### config.mk
export PLATFORM = sky130hd
export DESIGN_NAME = fat_cluster_chain_walker
export DESIGN_NICKNAME = d
export VERILOG_FILES = /design/src/hw/rtl/fccw_pkg.sv /design/src/hw/rtl/fccw_step.sv /design/src/hw/rtl/fat_cluster_chain_walker.sv
export SDC_FILE = /design/constraint.sdc
export NUM_CORES = 1
export LEC_CHECK = 0
export ABC_AREA = 1
export BUFFER_PORTS_ARGS = -buffer_cell sky130_fd_sc_hd__buf_2
export CORE_ASPECT_RATIO = 1.2
export CORE_MARGIN = 2
export CORE_UTILIZATION = 40
export DETAILED_ROUTE_END_ITERATION = 8
export HOLD_SLACK_MARGIN = 0.1
export PLACE_DENSITY_LB_ADDON = 0.3
export SKIP_CTS_REPAIR_TIMING = 1
export SLEW_MARGIN = 30
export SYNTH_ARGS = -nofsm -noshare
export SYNTH_HDL_FRONTEND = slang
export SYNTH_SLANG_ARGS = --single-unit
### constraint.sdc
create_clock -name clk -period 9.6 [get_ports clk]
set_input_delay 1.44 -clock clk [delete_from_list [all_inputs] [get_ports clk]]
set_output_delay 1.44 -clock clk [all_outputs]
set_load 0.02 [all_outputs]
### src/hw/rtl/fccw_pkg.sv
// Package for the FAT cluster chain walker: shared types, codes and constants.
// It depends on nothing else. The step logic, the top level and the checker use it.
package fccw_pkg;

  // Input operation codes.
  localparam logic OP_START = 1'b0;
  localparam logic OP_FAT   = 1'b1;

  // Result kinds.
  localparam logic [1:0] KIND_DATA  = 2'd0;
  localparam logic [1:0] KIND_FAT   = 2'd1;
  localparam logic [1:0] KIND_DONE  = 2'd2;
  localparam logic [1:0] KIND_ERROR = 2'd3;

  // Table format codes. Code three behaves like FAT32.
  localparam logic [1:0] TYPE_FAT12 = 2'd0;
  localparam logic [1:0] TYPE_FAT16 = 2'd1;
  localparam logic [1:0] TYPE_FAT32 = 2'd2;

  // Configuration register indexes.
  localparam logic [2:0] CFG_FAT_TYPE         = 3'd0;
  localparam logic [2:0] CFG_RESERVED_SECTORS = 3'd1;
  localparam logic [2:0] CFG_FAT_COPIES       = 3'd2;
  localparam logic [2:0] CFG_SECTORS_PER_FAT  = 3'd3;
  localparam logic [2:0] CFG_ROOT_DIR_ENTRIES = 3'd4;
  localparam logic [2:0] CFG_SECTOR_LOG2      = 3'd5;
  localparam logic [2:0] CFG_CLUSTER_LOG2     = 3'd6;

  localparam int CfgIndexWidth = 3;
  localparam int CfgDataWidth  = 16;

  // Sector size limits, as log2 of bytes.
  localparam logic [3:0] SECTOR_LOG2_MIN = 4'd9;
  localparam logic [3:0] SECTOR_LOG2_MAX = 4'd12;

  // Every directory entry takes 32 bytes; data clusters are numbered from 2.
  localparam int DirEntryLog2 = 5;
  localparam logic [31:0] FIRST_DATA_CLUSTER = 32'd2;

  // Configuration registers.
  typedef struct packed {
    logic [1:0]  fat_type;
    logic [15:0] reserved_sectors;
    logic [7:0]  fat_copies;
    logic [15:0] sectors_per_fat;
    logic [15:0] root_dir_entries;
    logic [3:0]  sector_size_log2;
    logic [2:0]  cluster_sectors_log2;
  } cfg_t;

  // One input transaction.
  typedef struct packed {
    logic        op;
    logic [27:0] first_cluster;
    logic [31:0] file_size;
    logic [31:0] fat_word;
  } item_t;

  // One result transaction.
  typedef struct packed {
    logic [1:0]  kind;
    logic [31:0] sector;
    logic [19:0] byte_count;
    logic [31:0] fat_byte_offset;
    logic        last;
  } result_t;

  // Walk state kept between items.
  typedef struct packed {
    logic [27:0] current_cluster;
    logic [31:0] bytes_left;
    logic        walking;
  } walk_state_t;

endpackage

### src/hw/rtl/fccw_step.sv
// Step logic of the FAT cluster chain walker: one item in, up to two results out.
// Purely combinational; depends on fccw_pkg for the types and codes.
module fccw_step (
  input  fccw_pkg::cfg_t        cfg,
  input  fccw_pkg::item_t       item,
  input  fccw_pkg::walk_state_t state,
  output fccw_pkg::walk_state_t state_next,
  output logic [1:0]            num_results,
  output fccw_pkg::result_t     result0,
  output fccw_pkg::result_t     result1
);
  import fccw_pkg::*;

  logic [3:0]  sl;
  logic [27:0] next_cluster;
  logic [27:0] c;
  logic [31:0] c32;
  logic [31:0] bytes;
  logic        proceed;
  logic        end_of_chain;
  logic [23:0] fat_area;
  logic [21:0] root_bytes;
  logic [21:0] bps_m1;
  logic [21:0] root_secs;
  logic [31:0] sector;
  logic [4:0]  clus_log2;
  logic [19:0] clus_bytes;
  logic [19:0] count;
  logic [31:0] base;
  logic [31:0] offset;

  // Sector size is clamped to the supported range.
  always_comb begin
    if (cfg.sector_size_log2 < SECTOR_LOG2_MIN) begin
      sl = SECTOR_LOG2_MIN;
    end else if (cfg.sector_size_log2 > SECTOR_LOG2_MAX) begin
      sl = SECTOR_LOG2_MAX;
    end else begin
      sl = cfg.sector_size_log2;
    end
  end

  // Pull the next cluster number out of the delivered table word.
  always_comb begin
    case (cfg.fat_type)
      TYPE_FAT12: begin
        if (state.current_cluster[0]) begin
          next_cluster = 28'(item.fat_word[15:4]);
        end else begin
          next_cluster = 28'(item.fat_word[11:0]);
        end
      end
      TYPE_FAT16: next_cluster = 28'(item.fat_word[15:0]);
      default:    next_cluster = item.fat_word[27:0];
    endcase
  end

  // Cluster and byte budget this item works on.
  assign proceed = (item.op == OP_START) || state.walking;
  assign c       = (item.op == OP_START) ? item.first_cluster : next_cluster;
  assign bytes   = (item.op == OP_START) ? item.file_size : state.bytes_left;
  assign c32     = 32'(c);

  // End-of-chain marks fill the top of each format's cluster range.
  always_comb begin
    case (cfg.fat_type)
      TYPE_FAT12: end_of_chain = &c[11:3];
      TYPE_FAT16: end_of_chain = &c[15:3];
      default:    end_of_chain = &c[27:3];
    endcase
  end

  // First sector of the cluster: tables, root directory, then the data area.
  assign fat_area   = 24'(cfg.fat_copies) * 24'(cfg.sectors_per_fat);
  assign bps_m1     = (22'd1 << sl) - 22'd1;
  assign root_bytes = 22'({cfg.root_dir_entries, DirEntryLog2'(0)}) + bps_m1;
  assign root_secs  = root_bytes >> sl;
  assign sector     = 32'(cfg.reserved_sectors) + 32'(fat_area) + 32'(root_secs)
                    + ((c32 - FIRST_DATA_CLUSTER) << cfg.cluster_sectors_log2);

  // Bytes taken from this cluster.
  assign clus_log2  = 5'(sl) + 5'(cfg.cluster_sectors_log2);
  assign clus_bytes = 20'd1 << clus_log2;
  assign count      = (bytes < 32'(clus_bytes)) ? bytes[19:0] : clus_bytes;

  // Byte offset of this cluster's table entry.
  assign base = 32'(cfg.reserved_sectors) << sl;
  always_comb begin
    case (cfg.fat_type)
      TYPE_FAT12: offset = base + c32 + (c32 >> 1);
      TYPE_FAT16: offset = base + (c32 << 1);
      default:    offset = base + (c32 << 2);
    endcase
  end

  // Results and the state left behind.
  always_comb begin
    state_next  = state;
    num_results = 2'd0;
    result0     = '0;
    result1     = '0;
    if (proceed) begin
      state_next.current_cluster = c;
      state_next.bytes_left      = bytes;
      if (end_of_chain) begin
        state_next.walking = 1'b0;
        num_results        = 2'd1;
        result0.kind       = KIND_DONE;
        result0.last       = 1'b1;
      end else if (bytes == 32'd0) begin
        state_next.walking = 1'b0;
        num_results        = 2'd1;
        result0.kind       = KIND_ERROR;
        result0.last       = 1'b1;
      end else begin
        state_next.walking    = 1'b1;
        state_next.bytes_left = bytes - 32'(count);
        num_results           = 2'd2;
        result0.kind          = KIND_DATA;
        result0.sector        = sector;
        result0.byte_count    = count;
        result1.kind            = KIND_FAT;
        result1.fat_byte_offset = offset;
        result1.last            = 1'b1;
      end
    end
  end

endmodule

### src/hw/rtl/fat_cluster_chain_walker.sv
// Top level of the FAT cluster chain walker: configuration, input register, result buffer.
// Depends on fccw_pkg and fccw_step.
//
//   channel  | direction | handshake                  | payload
//   item     | in        | item_valid / item_stall    | op, first_cluster, file_size, fat_word
//   result   | out       | result_valid / result_stall| kind, sector, byte_count,
//            |           |                            | fat_byte_offset, last
//   cfg      | in        | cfg_wen (no wait)          | cfg_index, cfg_data
//
// An accepted item waits in the input register until the result buffer can take its
// results; they then move into the result buffer, from which the first is offered.
// The single result port drains one result per cycle while result_stall is low; an
// item that gives a data read and a table read holds the buffer until both are taken,
// and the next item moves in as the last of them is taken.
// Synchronous reset clears the walk state and buffers and loads register defaults.
// A stalled result holds the buffer; the input register then holds and stalls the item side.
module fat_cluster_chain_walker (
  input  logic                                 clk,
  input  logic                                 rst,
  input  logic                                 item_valid,
  output logic                                 item_stall,
  input  logic                                 op,
  input  logic [27:0]                          first_cluster,
  input  logic [31:0]                          file_size,
  input  logic [31:0]                          fat_word,
  output logic                                 result_valid,
  input  logic                                 result_stall,
  output logic [1:0]                           kind,
  output logic [31:0]                          sector,
  output logic [19:0]                          byte_count,
  output logic [31:0]                          fat_byte_offset,
  output logic                                 last,
  input  logic                                 cfg_wen,
  input  logic [fccw_pkg::CfgIndexWidth-1:0]   cfg_index,
  input  logic [fccw_pkg::CfgDataWidth-1:0]    cfg_data
);
  import fccw_pkg::*;

  cfg_t        cfg;
  item_t       item_q;
  logic        item_q_valid;
  walk_state_t state;
  walk_state_t state_next;
  logic [1:0]  num_results;
  result_t     step_r0;
  result_t     step_r1;
  result_t     slot0;
  result_t     slot1;
  logic [1:0]  cnt;
  logic        take;
  logic        move;
  logic        accept;

  // Configuration registers.
  always_ff @(posedge clk) begin
    if (rst) begin
      cfg.fat_type             <= TYPE_FAT16;
      cfg.reserved_sectors     <= 16'd1;
      cfg.fat_copies           <= 8'd2;
      cfg.sectors_per_fat      <= 16'd9;
      cfg.root_dir_entries     <= 16'd224;
      cfg.sector_size_log2     <= 4'd9;
      cfg.cluster_sectors_log2 <= 3'd0;
    end else if (cfg_wen) begin
      case (cfg_index)
        CFG_FAT_TYPE:         cfg.fat_type             <= cfg_data[1:0];
        CFG_RESERVED_SECTORS: cfg.reserved_sectors     <= cfg_data;
        CFG_FAT_COPIES:       cfg.fat_copies           <= cfg_data[7:0];
        CFG_SECTORS_PER_FAT:  cfg.sectors_per_fat      <= cfg_data;
        CFG_ROOT_DIR_ENTRIES: cfg.root_dir_entries     <= cfg_data;
        CFG_SECTOR_LOG2:      cfg.sector_size_log2     <= cfg_data[3:0];
        CFG_CLUSTER_LOG2:     cfg.cluster_sectors_log2 <= cfg_data[2:0];
        default: ;
      endcase
    end
  end

  // Handshake control: the input register moves on when the buffer can take its results.
  assign take         = result_valid && !result_stall;
  assign move         = item_q_valid && ((cnt == 2'd0) || ((cnt == 2'd1) && take));
  assign item_stall   = item_q_valid && !move;
  assign accept       = item_valid && !item_stall;
  assign result_valid = (cnt != 2'd0);

  // Input register.
  always_ff @(posedge clk) begin
    if (rst) begin
      item_q_valid <= 1'b0;
    end else if (accept) begin
      item_q_valid <= 1'b1;
    end else if (move) begin
      item_q_valid <= 1'b0;
    end
  end

  always_ff @(posedge clk) begin
    if (accept) begin
      item_q.op            <= op;
      item_q.first_cluster <= first_cluster;
      item_q.file_size     <= file_size;
      item_q.fat_word      <= fat_word;
    end
  end

  // Chain step for the registered item.
  fccw_step u_step (
    .cfg         (cfg),
    .item        (item_q),
    .state       (state),
    .state_next  (state_next),
    .num_results (num_results),
    .result0     (step_r0),
    .result1     (step_r1)
  );

  // Walk state advances once per item.
  always_ff @(posedge clk) begin
    if (rst) begin
      state <= '0;
    end else if (move) begin
      state <= state_next;
    end
  end

  // Two-entry result buffer; slot0 is the head.
  always_ff @(posedge clk) begin
    if (rst) begin
      cnt <= 2'd0;
    end else if (move) begin
      cnt <= num_results;
    end else if (take) begin
      cnt <= cnt - 2'd1;
    end
  end

  always_ff @(posedge clk) begin
    if (move) begin
      slot0 <= step_r0;
      slot1 <= step_r1;
    end else if (take) begin
      slot0 <= slot1;
    end
  end

  assign kind            = slot0.kind;
  assign sector          = slot0.sector;
  assign byte_count      = slot0.byte_count;
  assign fat_byte_offset = slot0.fat_byte_offset;
  assign last            = slot0.last;

endmodule

* Word level (Yosys, flattened, before mapping)
Cells that the tools add are included.
Widths: inputs -> output; s select.
** Word-level totals
- Output and inout port bits :: 89
- Memory bits (read-only) :: 0
- Memories :: 0
- Flip-flop bits (word level) :: 313
- Bits in latches :: 0
- Logic and storage cells :: 118
- Memory bits (writable) :: 0
- Input bits :: 117
** Operators by class
- $mul :: 1
- Mux-type cells :: 32
- $lt $le $gt $ge :: 3
- Bitwise logic cells :: 2
- Shifts and indexed selects :: 5
- Reductions and logical operators :: 30
- Div/mod/pow operators :: 0
- Equal/unequal tests :: 8
- Add/subtract/negate cells :: 13
** Operators with widths (number)
- $mux 87 :: 2
- $mux 52 :: 2
- $mux 32 :: 3
- $pmux 32 s2 :: 1
- $pmux 28 s2 :: 1
- $mux 54 :: 1
- $add 32x22->32 :: 1
- $add 32x27->32 :: 1
- $add 32x28->32 :: 1
- $add 32x29->32 :: 1
- $add 32x30->32 :: 1
- $add 32x32->32 :: 1
- $logic_not 32->1 :: 1
- $lt 32x20->1 :: 1
- $shl 16x4->32 :: 1
- $shl 32x3->32 :: 1
- $sub 32x20->32 :: 1
- $sub 28x2->29 const B :: 1
- $mux 28 :: 1
- $add 16x24->25 :: 1
- $reduce_and 25->1 :: 1
- $mul 8x16->24 :: 1
- $add 21x22->22 :: 1
- $shl 1x4->22 const A :: 1
- other kinds (29) :: 66

* Logic depth before layout (Yosys ltp)
- Depth in word-level cells :: 13
- Mapped depth :: 46
- Depth with buffers taken out :: 46

* By module
From an unflattened synthesis, not the netlist that was laid out.
** Unflattened totals
- Cells, all modules :: 4570
- Area, all modules :: 34461.8 µm²
** By module, submodules not included
- fccw_step :: area each 20734.9 µm², times used 1, seq. area each 0.0 µm², cells an instance 3427
- fat_cluster_chain_walker :: area each 13726.9 µm², times used 1, seq. area each 10600.2 µm², cells an instance 1143

* Worst setup path before layout
No wires, ideal clock.
- Path kind :: flip-flop to flip-flop
- Start :: register cfg[46] (netlist name)
- End :: register slot0 (netlist bit sector[29]), data pin
- Required time :: 9347 ps
- Setup time :: 253 ps
- Stages on the path, launching flop included :: 38
- Period minus slack after synthesis :: 7213 ps
- Setup slack :: 2387 ps
- Arrival :: 6961 ps
- Path buffers :: 2
- Path through :: dfxtp_1 > clkbuf_1 > clkbuf_1 > nand2_1 > fa_1 > fa_1 > inv_1 > fa_1 > inv_1 > fa_1 > inv_1 > ha_1 > nand2_1 > inv_1 > a21oi_1 > o21ai_0 > a21boi_0 > o21ai_0 > [... 2 more ...] > xnor2_1 > fa_1 > inv_1 > ha_1 > nand2_1 > nor2_1 > nand2_1 > nor4_1 > nand2_1 > o211ai_1 > nand2_1 > inv_1 > nor2_1 > nand3b_1 > nor2_1 > nand2_1 > nand2_1 > nor2_1
** Between the ends
- Longest elaborated chain between the ends :: 8
** RTL lines
- $mul 8x16->24 :: RTL line fccw_step.sv:74 : assign fat_area = 24'(cfg.fat_copies) * 24'(cfg.sectors_per_fat);
- $add 16x24->25 :: RTL line fccw_step.sv:78 : assign sector = 32'(cfg.reserved_sectors) + 32'(fat_area) + 32'(root_secs)
- $add 32x22->32 :: RTL line fccw_step.sv:78
- $add 32x32->32 :: RTL line fccw_step.sv:79 : + ((c32 - FIRST_DATA_CLUSTER) << cfg.cluster_sectors_log2);
- $mux 52 :: RTL line fccw_step.sv:110 : end else if (bytes == 32'd0) begin
- $mux 52 :: RTL line fccw_step.sv:105 : if (end_of_chain) begin
- $mux 54 :: RTL line fccw_step.sv:102 : if (proceed) begin
- $mux 87 :: RTL line fat_cluster_chain_walker.sv:137 : if (move) begin
- end signal: assignment :: RTL line fat_cluster_chain_walker.sv:138 : slot0 <= step_r0;
- end signal: assignment :: RTL line fat_cluster_chain_walker.sv:141 : slot0 <= slot1;
- end: declaration :: RTL line fat_cluster_chain_walker.sv:47 : result_t slot0;
No other way between the ends.
A chain may end at the register's enable or synchronous reset.

* Worst setup path after layout
- Start :: register cfg[40] (netlist name)
- End :: register slot0 (netlist bit sector[29]), data pin
** Between the ends
- Longest elaborated chain between the ends :: 8
** RTL lines (RTL line)
- $mul 8x16->24 :: fccw_step.sv:74
- $add 16x24->25 :: fccw_step.sv:78
- $add 32x22->32 :: fccw_step.sv:78
- $add 32x32->32 :: fccw_step.sv:79
- $mux 52 :: fccw_step.sv:110
- $mux 52 :: fccw_step.sv:105
- $mux 54 :: fccw_step.sv:102
- $mux 87 :: fat_cluster_chain_walker.sv:137
No other way between the ends.

==> results.txt <==
Run status - finished, final reports clean
Clk_skew - 0.0303 ns
Inst Count DP - 5350
Via/cell ratio - 5.19
Routing usage on met2 - 43.0%
Async set-reset flop share out of synthesis - 0%
Layout Area Growth over Synthesis - 11.0%
DRC viols - 0
Initial DRC Count - 2077
Final hold vios - 0
Stages on worst setup path - 35
Worst Path Required - 9.94 ns
Max-slew violation count - 0
Syn Inst Count - 4184
DIE AREA - 0.0785 mm2
Crit-path slowest cell - dfxtp_1
EDFF count, synth - 177
Hold depth - 2
Final net count - 4887
Initial antenna violation count - 0
Largest net degree at the start of global routing - 88
PD cells - 187 mW/mm2
Mapped Avg Cell Area - 7.29 um2
Final setup viols - 0
CTS tree - done
Setup TNS - 0 ns
Vias in the first global route - 27100
Register bit total from synthesis - 311
FMAX - 125 MHz
Pre-antenna DRT Iters - 5
Worst r2r path cells - 35
CTS root buffer - clkbuf_16
Crit Path Category - register to register
Die X - 256 um
Worst-path clk slew - 0.06 ns
Via count - 28100
Worst IR Drop VDD - 0.108 mV
Most common cell after layout, fill and taps aside - nand2_1
Slew headroom - 34.1%
Mapped Area - 0.0305 mm2
Cell mode on critical path - nand2_1
Initial Util - 40.5%
Busiest grt layer - met2
Final ANT Viol Nets - 0
Antenna diode count - 0
Most frequent cells in the layout - nand2_1, inv_1, o21ai_0
Fin crit share - 83.6%
CTS sink count - 311
Share of the synthesized area in the top cell type - 17.4%
Congestion Overflow GR - 0
First-pass GRT wire length - 152 mm
GR Util met1 - 31.4%
Final RePlAce weighted congestion - 0.967
Slew @ Worst Pin - 0.989 ns
Layout Cells excl Fill - 5413
YS warnings - 0
Final min period - 8.03 ns
# IOs - 206
Core area - 0.0753 mm2
Worst hold path type - register to register
CTS max path bufs - 3
Avg WL per Cell - 18.0 um
Die height - 307 um
H-tree lvl count - 2
Cell variety after synth - 65
Crit end category - register
GRT Util Overall - 24.7%
DP HPWL - 77.6 mm
RSZ-0062 raised after global routing - false
Leak - 16.9 nW
CTS buffer count - 35
Core Rows - 110
Crit path DAT - 8.37 ns
PortBufs - 201
Post-synth top area cell - edfxtp_1
Layout cell share with drive strength beyond 1 - 11.1%
Worst-Skew Late Latency - 0.59 ns
Max incr delay on CP - 0.81 ns
Hold WS - 0.464 ns
Max-capacitance violation count - 0
Critical path startpoint category - register
Most used DFF post-synth - edfxtp_1
Drt total wl - 97.6 mm
Crit path buf inv count - 5
Synth top area cells - edfxtp_1, nand2_1, fa_1
Met3 Track Usage GR - 2.20%
Critical Path Fanout Max - 17
Seq/Total Area, Yosys - 26.2%
Crit path max-delay family - adder cells
[per-stage QoR]
stage | util [%] | total power, mW | cell area (um2) | worst slack [ns]
detailed placement | 43.4 | 4.90 | 32700 | 1.60
global route | 45.0 | 6.80 | 33900 | 0.853
finish | 45.0 | 6.34 | 33900 | 1.57
floorplan | - | 3.99 | 30700 | 2.39
CTS | 45.0 | 6.36 | 33900 | 1.60
global placement | 43.4 | 4.88 | 32700 | 1.63
[layer usage]
metal  part of all wire, %  routed length, um  vias to the layer above
met5                     0                  0                        -
met4                   4.4               4250                        0
met3                   4.8               4670                      160
met2                    48              47100                      798
met1                    43              41600                    13200
li1                      -                  -                    14000
[registers in the layout, summed over array words and instances (netlist names)]
register and cells:
item_q 89, byte_count 20, last 1, cfg 65, kind 2, fat_byte_offset 32, slot1 33, item_q_valid 1
cnt 2, state 34, sector 32
[kinds of logic after synthesis]
logic type | synth area share (%)
other cells | 0.0246
xor+xnor | 2.30
buf+inv | 10.9
fa+ha+maj | 19.8
flops | 26.2
simple gates | 23.8
compound gates | 15.3
mux | 1.61
[final cells by class]
class	count	area (um2)
fillers	7738	41400
inverters	717	2700
flip-flops and latches	311	8000
clock buffers	42	932
repair buffers	237	1280
clock inverters	21	285
multi-input cells	3077	19400
well taps	1008	1260
[cells in the mapped netlist (23+ instances only)]
| library cell | count |
|---|---|
| edfxtp_1 | 177 |
| dfxtp_1 | 134 |
| fa_1 | 155 |
| o21ai_0 | 342 |
| nor3_1 | 34 |
| a21oi_1 | 300 |
| ha_1 | 236 |
| xnor2_1 | 24 |
| xor2_1 | 56 |
| nor2_1 | 325 |
| or2_2 | 47 |
| mux2_2 | 32 |
| clkbuf_1 | 90 |
| nand2_2 | 23 |
| o211ai_1 | 29 |
| nand2_1 | 875 |
| nand3_1 | 246 |
| nand4_1 | 37 |
| inv_1 | 692 |
| a31oi_1 | 39 |
[where the power goes]
part           leakage [nW]  switching (mW)  internal (mW)
registers              2.81           0.129           1.74
clock network         0.590           0.596          0.840
logic                  13.5            2.05          0.984
[worst reg2reg max path, delay by kind of cell (launching register included)]
family,cells,cell delay [ns]
adders and majority gates,7,3.27
AOI/OAI and AO/OA,8,1.74
xor gates and xnor gates,1,0.18
buffers and inverters,5,0.27
and+or+nand+nor,14,1.54
DFF,1,0.81
[worst paths after layout]
check | from | to | slack, ns
max | cfg[40] | sector[29] | 1.57
min | cfg[17] | cfg[17] | 0.46
max reg2reg | cfg[40] | sector[29] | 1.57
min reg2reg | cfg[17] | cfg[17] | 0.46
No activity file was read; power rests on OpenSTA's default activity.
